### config.mk
export PLATFORM = sky130hd
export DESIGN_NAME = priority_schedule_metrics
export DESIGN_NICKNAME = d
export VERILOG_FILES = /design/src/sv/psm_pkg.sv /design/src/sv/psm_ctrl.sv /design/src/sv/psm_dp.sv /design/src/sv/priority_schedule_metrics.sv
export SDC_FILE = /design/constraint.sdc
export NUM_CORES = 2
export LEC_CHECK = 0
export ABC_AREA = 1
export BUFFER_PORTS_ARGS = -buffer_cell sky130_fd_sc_hd__buf_2
export CAP_MARGIN = 20
export CORE_UTILIZATION = 57
export CTS_BUF_LIST = sky130_fd_sc_hd__clkbuf_8
export DETAILED_ROUTE_END_ITERATION = 16
export PLACE_DENSITY = 0.82
export SLEW_MARGIN = 5
export SYNTH_ARGS = -nofsm -noshare
export SYNTH_HDL_FRONTEND = slang
export SYNTH_HIERARCHICAL = 1
export SYNTH_SLANG_ARGS = --single-unit
export TNS_END_PERCENT = 5
### constraint.sdc
create_clock -name aclk -period 6 [get_ports aclk]
set_input_delay 0 -clock aclk [delete_from_list [all_inputs] [get_ports aclk]]
set_output_delay 0 -clock aclk [all_outputs]
set_load 0.02 [all_outputs]
### src/sv/psm_pkg.sv
package psm_pkg;

    // store capacity and derived widths
    localparam int MAX_PROCS = 16;
    localparam int IDX_W     = (MAX_PROCS > 1) ? $clog2(MAX_PROCS) : 1;
    localparam int CNT_W     = $clog2(MAX_PROCS + 1);
    localparam int EXT_W     = CNT_W + 1;

    // field widths
    localparam int ID_W    = 16;
    localparam int BURST_W = 16;
    localparam int PRI_W   = 8;
    localparam int SUM_W   = 24;
    localparam int AVG_W   = 32;
    localparam int FRAC_W  = 8;

    // one quotient bit per divider step
    localparam int DIV_STEPS = AVG_W;
    localparam int DSTEP_W   = $clog2(DIV_STEPS);

    typedef struct packed {
        logic [ID_W-1:0]    id;
        logic [BURST_W-1:0] burst;
        logic [PRI_W-1:0]   pri;
    } rec_t;

    typedef enum logic [3:0] {
        ST_LOAD,
        ST_RDI,
        ST_LDI,
        ST_CMP,
        ST_WRI,
        ST_SUM_RD,
        ST_SUM,
        ST_DIV_LD,
        ST_DIV,
        ST_EM_RD,
        ST_EM_LD,
        ST_EM_OUT
    } state_t;

    // controller to datapath commands
    typedef struct packed {
        logic             mem_we;
        logic             wsel_in;
        logic [IDX_W-1:0] waddr;
        logic [IDX_W-1:0] raddr;
        logic             cur_load;
        logic             cmp_step;
        logic             acc_clear;
        logic             sum_step;
        logic             wait_clear;
        logic             row_load;
        logic             row_last;
        logic             div_start;
        logic             div_step;
        logic [CNT_W-1:0] divisor;
    } dp_cmd_t;

    // 24-bit add, saturating
    function automatic logic [SUM_W-1:0] sat_add(input logic [SUM_W-1:0] a,
                                                 input logic [SUM_W-1:0] b);
        logic [SUM_W:0] s;
        s = {1'b0, a} + {1'b0, b};
        return s[SUM_W] ? {SUM_W{1'b1}} : s[SUM_W-1:0];
    endfunction

endpackage

### src/sv/psm_ctrl.sv
module psm_ctrl
    import psm_pkg::*;
(
    input  logic    aclk,
    input  logic    aresetn,
    input  logic    s_valid,
    output logic    s_ready,
    input  logic    s_last,
    output logic    m_valid,
    input  logic    m_ready,
    output logic    dropped,
    output dp_cmd_t cmd
);

    state_t           state_reg, state_next;
    logic [CNT_W-1:0] count_reg, count_next;
    logic             ovf_reg, ovf_next;
    logic [CNT_W-1:0] i_reg, i_next;
    logic [CNT_W-1:0] j_reg, j_next;
    logic [CNT_W-1:0] k_reg, k_next;
    logic [DSTEP_W-1:0] d_reg, d_next;

    logic             room;
    logic [CNT_W-1:0] n_load;
    logic [EXT_W-1:0] n_x, i2_x, j1_x, k1_x;

    assign room   = count_reg < CNT_W'(MAX_PROCS);
    assign n_load = room ? count_reg + CNT_W'(1) : count_reg;
    assign n_x    = {1'b0, count_reg};
    assign i2_x   = {1'b0, i_reg} + EXT_W'(2);
    assign j1_x   = {1'b0, j_reg} + EXT_W'(1);
    assign k1_x   = {1'b0, k_reg} + EXT_W'(1);

    assign dropped = ovf_reg;

    // state and counters
    always_ff @(posedge aclk) begin
        if (!aresetn) begin
            state_reg <= ST_LOAD;
            count_reg <= '0;
            ovf_reg   <= 1'b0;
            i_reg     <= '0;
            j_reg     <= '0;
            k_reg     <= '0;
            d_reg     <= '0;
        end else begin
            state_reg <= state_next;
            count_reg <= count_next;
            ovf_reg   <= ovf_next;
            i_reg     <= i_next;
            j_reg     <= j_next;
            k_reg     <= k_next;
            d_reg     <= d_next;
        end
    end

    // next state and commands
    always_comb begin
        state_next = state_reg;
        count_next = count_reg;
        ovf_next   = ovf_reg;
        i_next     = i_reg;
        j_next     = j_reg;
        k_next     = k_reg;
        d_next     = d_reg;
        s_ready    = 1'b0;
        m_valid    = 1'b0;
        cmd        = '0;
        cmd.divisor = count_reg;

        unique case (state_reg)
            ST_LOAD: begin
                s_ready = 1'b1;
                if (s_valid) begin
                    if (room) begin
                        cmd.mem_we  = 1'b1;
                        cmd.wsel_in = 1'b1;
                        cmd.waddr   = count_reg[IDX_W-1:0];
                        count_next  = n_load;
                    end else begin
                        ovf_next = 1'b1;
                    end
                    if (s_last) begin
                        i_next = '0;
                        state_next = (n_load > CNT_W'(1)) ? ST_RDI : ST_SUM_RD;
                    end
                end
            end
            // fetch the entry at position i
            ST_RDI: begin
                cmd.raddr  = i_reg[IDX_W-1:0];
                j_next     = i_reg + CNT_W'(1);
                state_next = ST_LDI;
            end
            ST_LDI: begin
                cmd.cur_load = 1'b1;
                cmd.raddr    = j_reg[IDX_W-1:0];
                state_next   = ST_CMP;
            end
            // one later entry per cycle, exchange on smaller priority
            ST_CMP: begin
                cmd.cmp_step = 1'b1;
                cmd.waddr    = j_reg[IDX_W-1:0];
                if (j1_x < n_x) begin
                    cmd.raddr = j1_x[IDX_W-1:0];
                    j_next    = j1_x[CNT_W-1:0];
                end else begin
                    state_next = ST_WRI;
                end
            end
            ST_WRI: begin
                cmd.mem_we = 1'b1;
                cmd.waddr  = i_reg[IDX_W-1:0];
                i_next     = i_reg + CNT_W'(1);
                state_next = (i2_x < n_x) ? ST_RDI : ST_SUM_RD;
            end
            // totals pass
            ST_SUM_RD: begin
                cmd.acc_clear = 1'b1;
                cmd.raddr     = '0;
                k_next        = '0;
                state_next    = ST_SUM;
            end
            ST_SUM: begin
                cmd.sum_step = 1'b1;
                if (k1_x < n_x) begin
                    cmd.raddr = k1_x[IDX_W-1:0];
                    k_next    = k1_x[CNT_W-1:0];
                end else begin
                    state_next = ST_DIV_LD;
                end
            end
            // averages
            ST_DIV_LD: begin
                cmd.div_start = 1'b1;
                d_next        = '0;
                state_next    = ST_DIV;
            end
            ST_DIV: begin
                cmd.div_step = 1'b1;
                if (d_reg == DSTEP_W'(DIV_STEPS - 1)) begin
                    state_next = ST_EM_RD;
                end else begin
                    d_next = d_reg + DSTEP_W'(1);
                end
            end
            // rows in schedule order
            ST_EM_RD: begin
                cmd.wait_clear = 1'b1;
                cmd.raddr      = '0;
                k_next         = '0;
                state_next     = ST_EM_LD;
            end
            ST_EM_LD: begin
                cmd.row_load = 1'b1;
                cmd.row_last = (k1_x == n_x);
                state_next   = ST_EM_OUT;
            end
            ST_EM_OUT: begin
                m_valid = 1'b1;
                if (m_ready) begin
                    if (k1_x == n_x) begin
                        count_next = '0;
                        ovf_next   = 1'b0;
                        state_next = ST_LOAD;
                    end else begin
                        cmd.raddr  = k1_x[IDX_W-1:0];
                        k_next     = k1_x[CNT_W-1:0];
                        state_next = ST_EM_LD;
                    end
                end
            end
            default: begin
                state_next = ST_LOAD;
            end
        endcase
    end

endmodule

### src/sv/psm_dp.sv
module psm_dp
    import psm_pkg::*;
(
    input  logic               aclk,
    input  dp_cmd_t            cmd,
    input  logic [ID_W-1:0]    s_proc_id,
    input  logic [BURST_W-1:0] s_burst,
    input  logic [PRI_W-1:0]   s_priority_req,
    output logic [ID_W-1:0]    m_row_id,
    output logic [PRI_W-1:0]   m_row_priority,
    output logic [BURST_W-1:0] m_row_burst,
    output logic [SUM_W-1:0]   m_wait_time,
    output logic [SUM_W-1:0]   m_turnaround,
    output logic [SUM_W-1:0]   m_total_wait,
    output logic [SUM_W-1:0]   m_total_turnaround,
    output logic [AVG_W-1:0]   m_avg_wait,
    output logic [AVG_W-1:0]   m_avg_turnaround,
    output logic               m_row_last
);

    rec_t mem [MAX_PROCS];
    rec_t rd_data_reg;
    rec_t rd_data;
    rec_t cur_reg;
    rec_t wdata;
    logic swap;
    logic we;

    logic [SUM_W-1:0] wait_reg, tot_w_reg, tot_t_reg;
    logic [SUM_W-1:0] tat;

    logic [AVG_W-1:0] qw_reg, qt_reg;
    logic [CNT_W-1:0] rw_reg, rt_reg;
    logic [CNT_W:0]   shw, sht;
    logic             gew, get;

    rec_t             row_reg;
    logic [SUM_W-1:0] row_wait_reg, row_tat_reg;
    logic             row_last_reg;

    // record store, one write and one registered read per cycle
    assign swap  = cur_reg.pri > rd_data_reg.pri;
    assign we    = cmd.mem_we | (cmd.cmp_step & swap);
    assign wdata = cmd.wsel_in ? rec_t'{id: s_proc_id, burst: s_burst, pri: s_priority_req}
                               : cur_reg;

    always_ff @(posedge aclk) begin
        if (we) begin
            mem[cmd.waddr] <= wdata;
        end
        rd_data_reg <= mem[cmd.raddr];
    end

    assign rd_data = rd_data_reg;

    // entry held for position i; smaller priority displaces it
    always_ff @(posedge aclk) begin
        if (cmd.cur_load || (cmd.cmp_step && swap)) begin
            cur_reg <= rd_data;
        end
    end

    // running wait and totals
    assign tat = sat_add(wait_reg, SUM_W'(rd_data_reg.burst));

    always_ff @(posedge aclk) begin
        if (cmd.acc_clear) begin
            wait_reg  <= '0;
            tot_w_reg <= '0;
            tot_t_reg <= '0;
        end else if (cmd.wait_clear) begin
            wait_reg <= '0;
        end else if (cmd.sum_step) begin
            wait_reg  <= tat;
            tot_w_reg <= sat_add(tot_w_reg, wait_reg);
            tot_t_reg <= sat_add(tot_t_reg, tat);
        end else if (cmd.row_load) begin
            wait_reg <= tat;
        end
    end

    // restoring dividers, one quotient bit per cycle, both totals at once
    assign shw = {rw_reg, qw_reg[AVG_W-1]};
    assign sht = {rt_reg, qt_reg[AVG_W-1]};
    assign gew = shw >= {1'b0, cmd.divisor};
    assign get = sht >= {1'b0, cmd.divisor};

    always_ff @(posedge aclk) begin
        if (cmd.div_start) begin
            qw_reg <= {tot_w_reg, FRAC_W'(0)};
            qt_reg <= {tot_t_reg, FRAC_W'(0)};
            rw_reg <= '0;
            rt_reg <= '0;
        end else if (cmd.div_step) begin
            qw_reg <= {qw_reg[AVG_W-2:0], gew};
            qt_reg <= {qt_reg[AVG_W-2:0], get};
            rw_reg <= gew ? CNT_W'(shw - {1'b0, cmd.divisor}) : shw[CNT_W-1:0];
            rt_reg <= get ? CNT_W'(sht - {1'b0, cmd.divisor}) : sht[CNT_W-1:0];
        end
    end

    // output word
    always_ff @(posedge aclk) begin
        if (cmd.row_load) begin
            row_reg      <= rd_data_reg;
            row_wait_reg <= wait_reg;
            row_tat_reg  <= tat;
            row_last_reg <= cmd.row_last;
        end
    end

    assign m_row_id           = row_reg.id;
    assign m_row_priority     = row_reg.pri;
    assign m_row_burst        = row_reg.burst;
    assign m_wait_time        = row_wait_reg;
    assign m_turnaround       = row_tat_reg;
    assign m_total_wait       = row_last_reg ? tot_w_reg : '0;
    assign m_total_turnaround = row_last_reg ? tot_t_reg : '0;
    assign m_avg_wait         = row_last_reg ? qw_reg : '0;
    assign m_avg_turnaround   = row_last_reg ? qt_reg : '0;
    assign m_row_last         = row_last_reg;

endmodule

### src/sv/priority_schedule_metrics.sv
// Loading: one record word per cycle until the word marked last.
// After last, with n records: the sort (one compare per cycle on the single read port
// of the record store), the totals pass, the dividers (one quotient bit per cycle), a
// fetch of the first row, then each row is loaded and offered until it is taken.
// Items are not accepted from the last record until the final row is taken.
// aresetn (synchronous) empties the set and clears the overflow flag; the store is not cleared.
module priority_schedule_metrics
    import psm_pkg::*;
(
    input  logic               aclk,
    input  logic               aresetn,
    input  logic               s_valid,
    output logic               s_ready,
    input  logic [ID_W-1:0]    s_proc_id,
    input  logic [BURST_W-1:0] s_burst,
    input  logic [PRI_W-1:0]   s_priority_req,
    input  logic               s_last,
    output logic               m_valid,
    input  logic               m_ready,
    output logic [ID_W-1:0]    m_row_id,
    output logic [PRI_W-1:0]   m_row_priority,
    output logic [BURST_W-1:0] m_row_burst,
    output logic [SUM_W-1:0]   m_wait_time,
    output logic [SUM_W-1:0]   m_turnaround,
    output logic [SUM_W-1:0]   m_total_wait,
    output logic [SUM_W-1:0]   m_total_turnaround,
    output logic [AVG_W-1:0]   m_avg_wait,
    output logic [AVG_W-1:0]   m_avg_turnaround,
    output logic               m_dropped,
    output logic               m_row_last
);

    dp_cmd_t cmd;

    psm_ctrl u_ctrl (
        .aclk    (aclk),
        .aresetn (aresetn),
        .s_valid (s_valid),
        .s_ready (s_ready),
        .s_last  (s_last),
        .m_valid (m_valid),
        .m_ready (m_ready),
        .dropped (m_dropped),
        .cmd     (cmd)
    );

    psm_dp u_dp (
        .aclk               (aclk),
        .cmd                (cmd),
        .s_proc_id          (s_proc_id),
        .s_burst            (s_burst),
        .s_priority_req     (s_priority_req),
        .m_row_id           (m_row_id),
        .m_row_priority     (m_row_priority),
        .m_row_burst        (m_row_burst),
        .m_wait_time        (m_wait_time),
        .m_turnaround       (m_turnaround),
        .m_total_wait       (m_total_wait),
        .m_total_turnaround (m_total_turnaround),
        .m_avg_wait         (m_avg_wait),
        .m_avg_turnaround   (m_avg_turnaround),
        .m_row_last         (m_row_last)
    );

    // loading and row output never overlap
    a_no_overlap: assert property (@(posedge aclk) disable iff (!aresetn)
        !(s_ready && m_valid))
        else $error("input and output both open");

    // taking the final row reopens the input
    a_reopen: assert property (@(posedge aclk) disable iff (!aresetn)
        (m_valid && m_ready && m_row_last) |=> s_ready)
        else $error("input not reopened after final row");

    // turnaround never below wait
    a_tat: assert property (@(posedge aclk) disable iff (!aresetn)
        m_valid |-> (m_turnaround >= m_wait_time))
        else $error("turnaround below wait time");

    // the next row starts where the previous one ended
    a_chain: assert property (@(posedge aclk) disable iff (!aresetn)
        (m_valid && m_ready && !m_row_last) |=> ##1
            (m_wait_time == $past(m_turnaround, 2)))
        else $error("wait time does not follow previous turnaround");

endmodule
* Yosys cells after proc, flatten, opt, wreduce, memory -nomap -nowiden
Memory sizes are Yosys's and may differ from the RTL's. A register that Yosys moved wholly into a read port is not among the register bits. Index checks and enable logic that the tools add are counted.
Word-level totals: flip-flop bits (word level) 305, latch bits 0, bits in writable memories 640, ROM bits 0, input bits 45, output and inout bits 204, word-level logic and storage cells 164, memories 1
Operators by class: $add $sub $neg 11, multipliers 0, div/mod/pow operators 0, magnitude comparators 8, equal/unequal tests 26, shifts and indexed selects 0, muxes and demuxes 70, bitwise operators 3, reductions and logical operators 20
Memories:
- u_dp.mem | depth 16, bits a word 40, rd ports 1, clocked after Yosys merged registers in 1, write ports 1, RTL line psm_dp.sv:21 | rec_t mem [MAX_PROCS];
Operators with widths (number):
- $mux 32 | 6
- $mux 24 | 7
- $mux 5 | 14
- $add 24x24->25 | 2
- $pmux 4 s12 | 1
- $mux 4 | 11
- $mux 40 | 1
- $pmux 5 s2 | 4
- $add 24x16->25 | 1
- $pmux 4 s5 | 1
- $lt 6x5->1 | 3
- $eq 4x3->1 const B | 4
- $eq 4x4->1 const B | 4
- $mux 1 | 16
- $ne 2x2->1 const B | 8
- $add 5x1->5 const B | 3
- $pmux 5 s3 | 1
- $add 5x1->6 const B | 2
- $ge 6x5->1 | 2
- $mux 6 | 2
- $pmux 4 s3 | 1
- $reduce_bool 2->1 | 6
- $ne 2x1->1 const B | 5
- $reduce_and 5->1 | 2
- 24 further kinds | 31

* Depth between registers and ports, before layout
depth after elaboration 7, gate-level depth with buffers 26, mapped depth without buffers 24

* Cells and area by module
The synthesis kept the hierarchy.
Modules (own cells, without submodules):
- psm_dp | times used 1, cells each 3776, area each 42244.3 sq um, sequential area each 27296.2 sq um
- psm_ctrl | times used 1, cells each 378, area each 2526.2 sq um, sequential area each 600.6 sq um

* Least setup slack after synthesis
Ideal clock, no wire load.
path type register -> register, start register u_ctrl.state_reg[1], end register u_dp.wait_reg[17], library setup time 0.110 ns, data arrival time 5.853 ns, required time 5.890 ns, slack 0.037 ns, stages on the path, launching flop included 9, buffers on the path 1, period minus slack after synthesis 5.963 ns, cell sequence dfxtp_1 -> nand2_2 -> nor2_1 -> nor2_1 -> inv_1 -> clkbuf_1 -> nand4_1 -> nand2_1 -> inv_1
RTL lines:
- from (decl) | RTL line psm_ctrl.sv:15 | state_t state_reg, state_next;
- from (signal assigned) | RTL line psm_ctrl.sv:47 | state_reg <= state_next;
- to (signal assigned) | RTL line psm_dp.sv:74 | wait_reg <= tat;
- to (signal assigned) | RTL line psm_dp.sv:78 | wait_reg <= tat;
- to (decl) | RTL line psm_dp.sv:29 | logic [SUM_W-1:0] wait_reg, tot_w_reg, tot_t_reg;

* Worst setup path after layout
start register u_dp.wait_reg[0], end register u_dp.tot_t_reg[23]
Between the ends: longest elaborated chain between the ends 4
RTL lines:
- $add 24x16->25 | RTL line psm_pkg.sv:64 | s = {1'b0, a} + {1'b0, b};
- $mux 24 | RTL line psm_pkg.sv:65 | return s[SUM_W] ? {SUM_W{1'b1}} : s[SUM_W-1:0];
- net u_dp.tat[3] | RTL line psm_dp.sv:30 | logic [SUM_W-1:0] tat;
- $add 24x24->25 | RTL line psm_pkg.sv:64
- $mux 24 | RTL line psm_pkg.sv:65
- to (signal assigned) | RTL line psm_dp.sv:76 | tot_t_reg <= sat_add(tot_t_reg, tat);
- to (decl) | RTL line psm_dp.sv:29
The timed path passes the listed nets, and every way through them passes these cells. A chain may end at the register's enable or synchronous reset.

==> impl_metrics.yaml <==
clock_network:
  clock_net_sink_count: 985
  cells_resized_by_post_cts_repair: 0
  number_of_setup_buffers_added_after_cts: 0
  htree_levels: 4
  cts_tree: "built"
  max_buffers_root_to_sink: 3
  cts_buffers: 156
  cts.clk_slew.worst_paths_ns: 0.06
  clock_insertion_delay_worst_skew_ns: 0.83
  clock_tree.root_cell: "clkbuf_8"
  hold_buffers: 47
floorplan:
  floorplan.die_area_um2: 79700
  die_h_um: 282
  die_w_um: 282
  io-pin-count: 249
  core_footprint_um2: 77600
  fp-row-count: 102
  floorplan.initialDensity_pct: 57.7
synth:
  postSynth.asyncResetShare_pct: 0
  synth_edf_count: 817
  netlist-cell-type-count: 52
  synth_cells: 4154
  synthesis.nets: 4307
  synthesis.area_um2: 44800
  synth-seq-area-share_pct: 62.3
  post_synthesis_average_cell_area_um2: 10.8
  yosys_warnings: 6
  ys_ff_latch: 985
  dominantRegCellSynth: "edfxtp_1"
timing:
  report.final.hold_viol_count: 0
  max_clock_freq_mhz: 219
  final_period_minus_worst_setup_slack_ns: 4.57
  rsz0062_at_grt: "no"
  fin_setup_tns_ns: 0
  finClkSkew_ns: 0.0547
  tightest_slew_ns: 1.17
  finalMaxSlewViolations: 0
  relSlewSlack_pct: 21.6
  number_of_setup_violations_in_the_final_report: 0
  min_period_over_period_pct: 76.2
run:
  maxCapViolCount: 0
worst_setup_path:
  critPathMaxFanout: 21
  setup.worst_path.class: "flip-flop to flip-flop"
  timing.reg2reg.setup_slack_ns: 1.43
  setup.worst_path.end_class: "flip-flop"
  critPathLaunchType: "flip-flop"
  rr_endpoint: "u_dp/tot_t_reg[23]$_SDFFE_PP0P_"
  cp-startpoint: "u_dp/wait_reg[0]$_SDFFE_PP0P_"
  critical_path_required_ns: 6.70
  critical_path_at_ns: 5.28
  worst-r2r-cell-count: 21
  worstReg2RegStart: "u_dp/wait_reg[0]$_SDFFE_PP0P_"
pwr:
  max-vdd-ir-drop_v: 0.000282
  cellLeakagePower_nw: 20.5
  cellPowerDensity_nw_per_um2: 473
detailed_routing:
  drt_pass1_iterations: 7
  drt-wirelength-per-cell_um: 21.1
  dr.first_iter.drc_count: 3794
  wl_um: 119000
  ant_nets: 0
  routed_via_density: 5.76
  num_vias: 32616
  detail_route.drc_violations: 0
final_layout:
  mostFrequentLayoutCells: "817 x edfxtp_1, 701 x nand2_1, 680 x inv_1"
  layoutNonFillerInstCount: 5659
  largest_register_ffs: 640
  postLayoutCellArea_um2: 50900
  layout.cells.most_common: "edfxtp_1"
  flow.area_growth_from_synthesis_pct: 13.6
  nets: 4643
  drive_above_1_share_pct: 13.8
hold_path:
  timing.hold.worst_endpoint: "u_ctrl/count_reg[3]$_SDFFE_PN0P_"
  hold_class: "input port to flip-flop"
  timing.hold.worst.start: "aresetn"
  min_path_cells: 4
global_route:
  antenna_found_initial: 3
  grt_pass1_wl_um: 178000
  largest_net_degree_at_the_start_of_global_routing: 161
  grt_remaining_overflow: 0
  globalRouteTotalUtil_pct: 29.7
  grt_pass1_vias: 30691
place:
  dp.cells: 5322
  area_after_dpl_um2: 47200
  place.gp.congestion: 1.03
  place.detailed.hpwl_um: 74800
  io_buffer_count: 248
status:
  run_status: "finished, final reports clean"
-- worst max-delay path, cell delays in order, from the launching register on --
cell     delay [ns]
dfxtp_1        0.36
ha_1           0.25
fa_1           0.44
nand2_1        0.13
nand2_2        0.08
nand4_2        0.10
nand2_2        0.09
nand2_1        0.08
nand2_2        0.10
nand2_4        0.25
nand3_1        0.22
ha_1           0.42
nand2_1        0.11
nand3_1        0.15
nand2_1        0.15
nand2_1        0.11
nand2_1        0.08
nand2_1        0.11
a21oi_2        0.91
nand3_1        0.15
nand2_1        0.11
inv_1          0.04
-- metal layers --
layer	share of wire [%]	up-vias	wire, µm	track usage, %
met1	41	15582	48300	40.5
li1	-	15038	-	-
met2	47	1747	55700	46.9
met4	3.3	2	3880	11.8
met3	9.5	247	11400	5.81
met5	0.0059	-	7	0
-- cells in the mapped netlist (3+ instances only) --
cell	instances	area, µm²
mux2_2	39	439
nand2_4	7	78.8
o22ai_1	21	131
nor2_4	7	78.8
o211ai_1	170	1280
o21ai_0	301	1510
o221ai_1	4	35.0
clkbuf_1	99	372
buf_1	11	41.3
fa_1	5	100
dfxtp_1	168	3360
ha_1	103	1290
xnor2_1	23	201
o21ai_1	11	55.1
clkinv_1	3	11.3
nor2_2	6	37.5
or2_2	3	18.8
a21o_1	4	30.0
edfxtp_1	817	24500
nand3b_1	7	52.6
nand2_1	702	2640
buf_4	18	135
nor2_1	186	698
mux2i_1	160	1600
nand3_1	159	796
and2_1	4	25.0
and3_1	3	18.8
inv_1	619	2320
a31oi_1	8	50.1
buf_2	39	195
nand2_2	13	81.3
xor2_1	22	193
a21oi_2	5	43.8
a22o_1	35	307
nand4_1	27	169
nor3_1	16	80.1
inv_2	10	37.5
a21oi_1	298	1490
nand3_2	3	30.0
o21bai_1	3	22.5
-- cell type report --
cell class              count  area, µm²
inverters                 633       2380
fillers                  5776      26700
clock buffers             170       2340
diodes                      2       5.00
well taps                1040       1300
multi-input cells        2367      13900
flip-flops and latches    985      27900
clock inverters           115        803
repair buffers            347       2210
-- through the flow --
stage	hold WS, ns	utilization (%)	setup WS, ns	power (mW)
5_1_grt	0.139	65.6	1.01	25.4
6_report	0.119	65.6	1.43	24.1
2_1_floorplan	0.138	-	0.0373	15.3
3_5_place_dp	0.376	60.8	1.54	18.1
4_1_cts	0.0718	65.5	1.53	23.9
3_3_place_gp	0.370	60.8	1.61	18.0
-- kinds of logic (layout without fill, tap and decap cells) --
family,Yosys count,in the layout,share of synthesized area (%)
AND/OR/NAND/NOR,1150,1150,11.0
flip-flops,985,985,62.3
AO/OA/AOI/OAI,865,865,11.2
buffers and inverters,802,1265,7.02
multiplexers,199,199,4.56
adder cells (fa/ha/maj),108,108,3.10
XOR/XNOR,45,45,0.880
other,0,2,0
-- worst max-delay path by stage --
| stage | end | depth (start not counted) |
|---|---|---|
| after detailed placement | u_dp/tot_t_reg[20]$_SDFFE_PP0P_ | 21 |
| after CTS | u_dp/tot_t_reg[23]$_SDFFE_PP0P_ | 24 |
| after global placement | u_dp/tot_t_reg[19]$_SDFFE_PP0P_ | 19 |
| final | u_dp/tot_t_reg[23]$_SDFFE_PP0P_ | 21 |
| after global routing | u_dp/tot_t_reg[23]$_SDFFE_PP0P_ | 21 |
| after floorplan | u_dp/wait_reg[17]$_SDFFE_PP0P_ | 8 |
-- power by group --
| group | internal [mW] | switching [mW] |
|---|---|---|
| Combinational | 2.76 | 5.91 |
| Clock | 3.03 | 2.70 |
| Sequential | 8.86 | 0.810 |
Power figures use the tool's default switching activity.
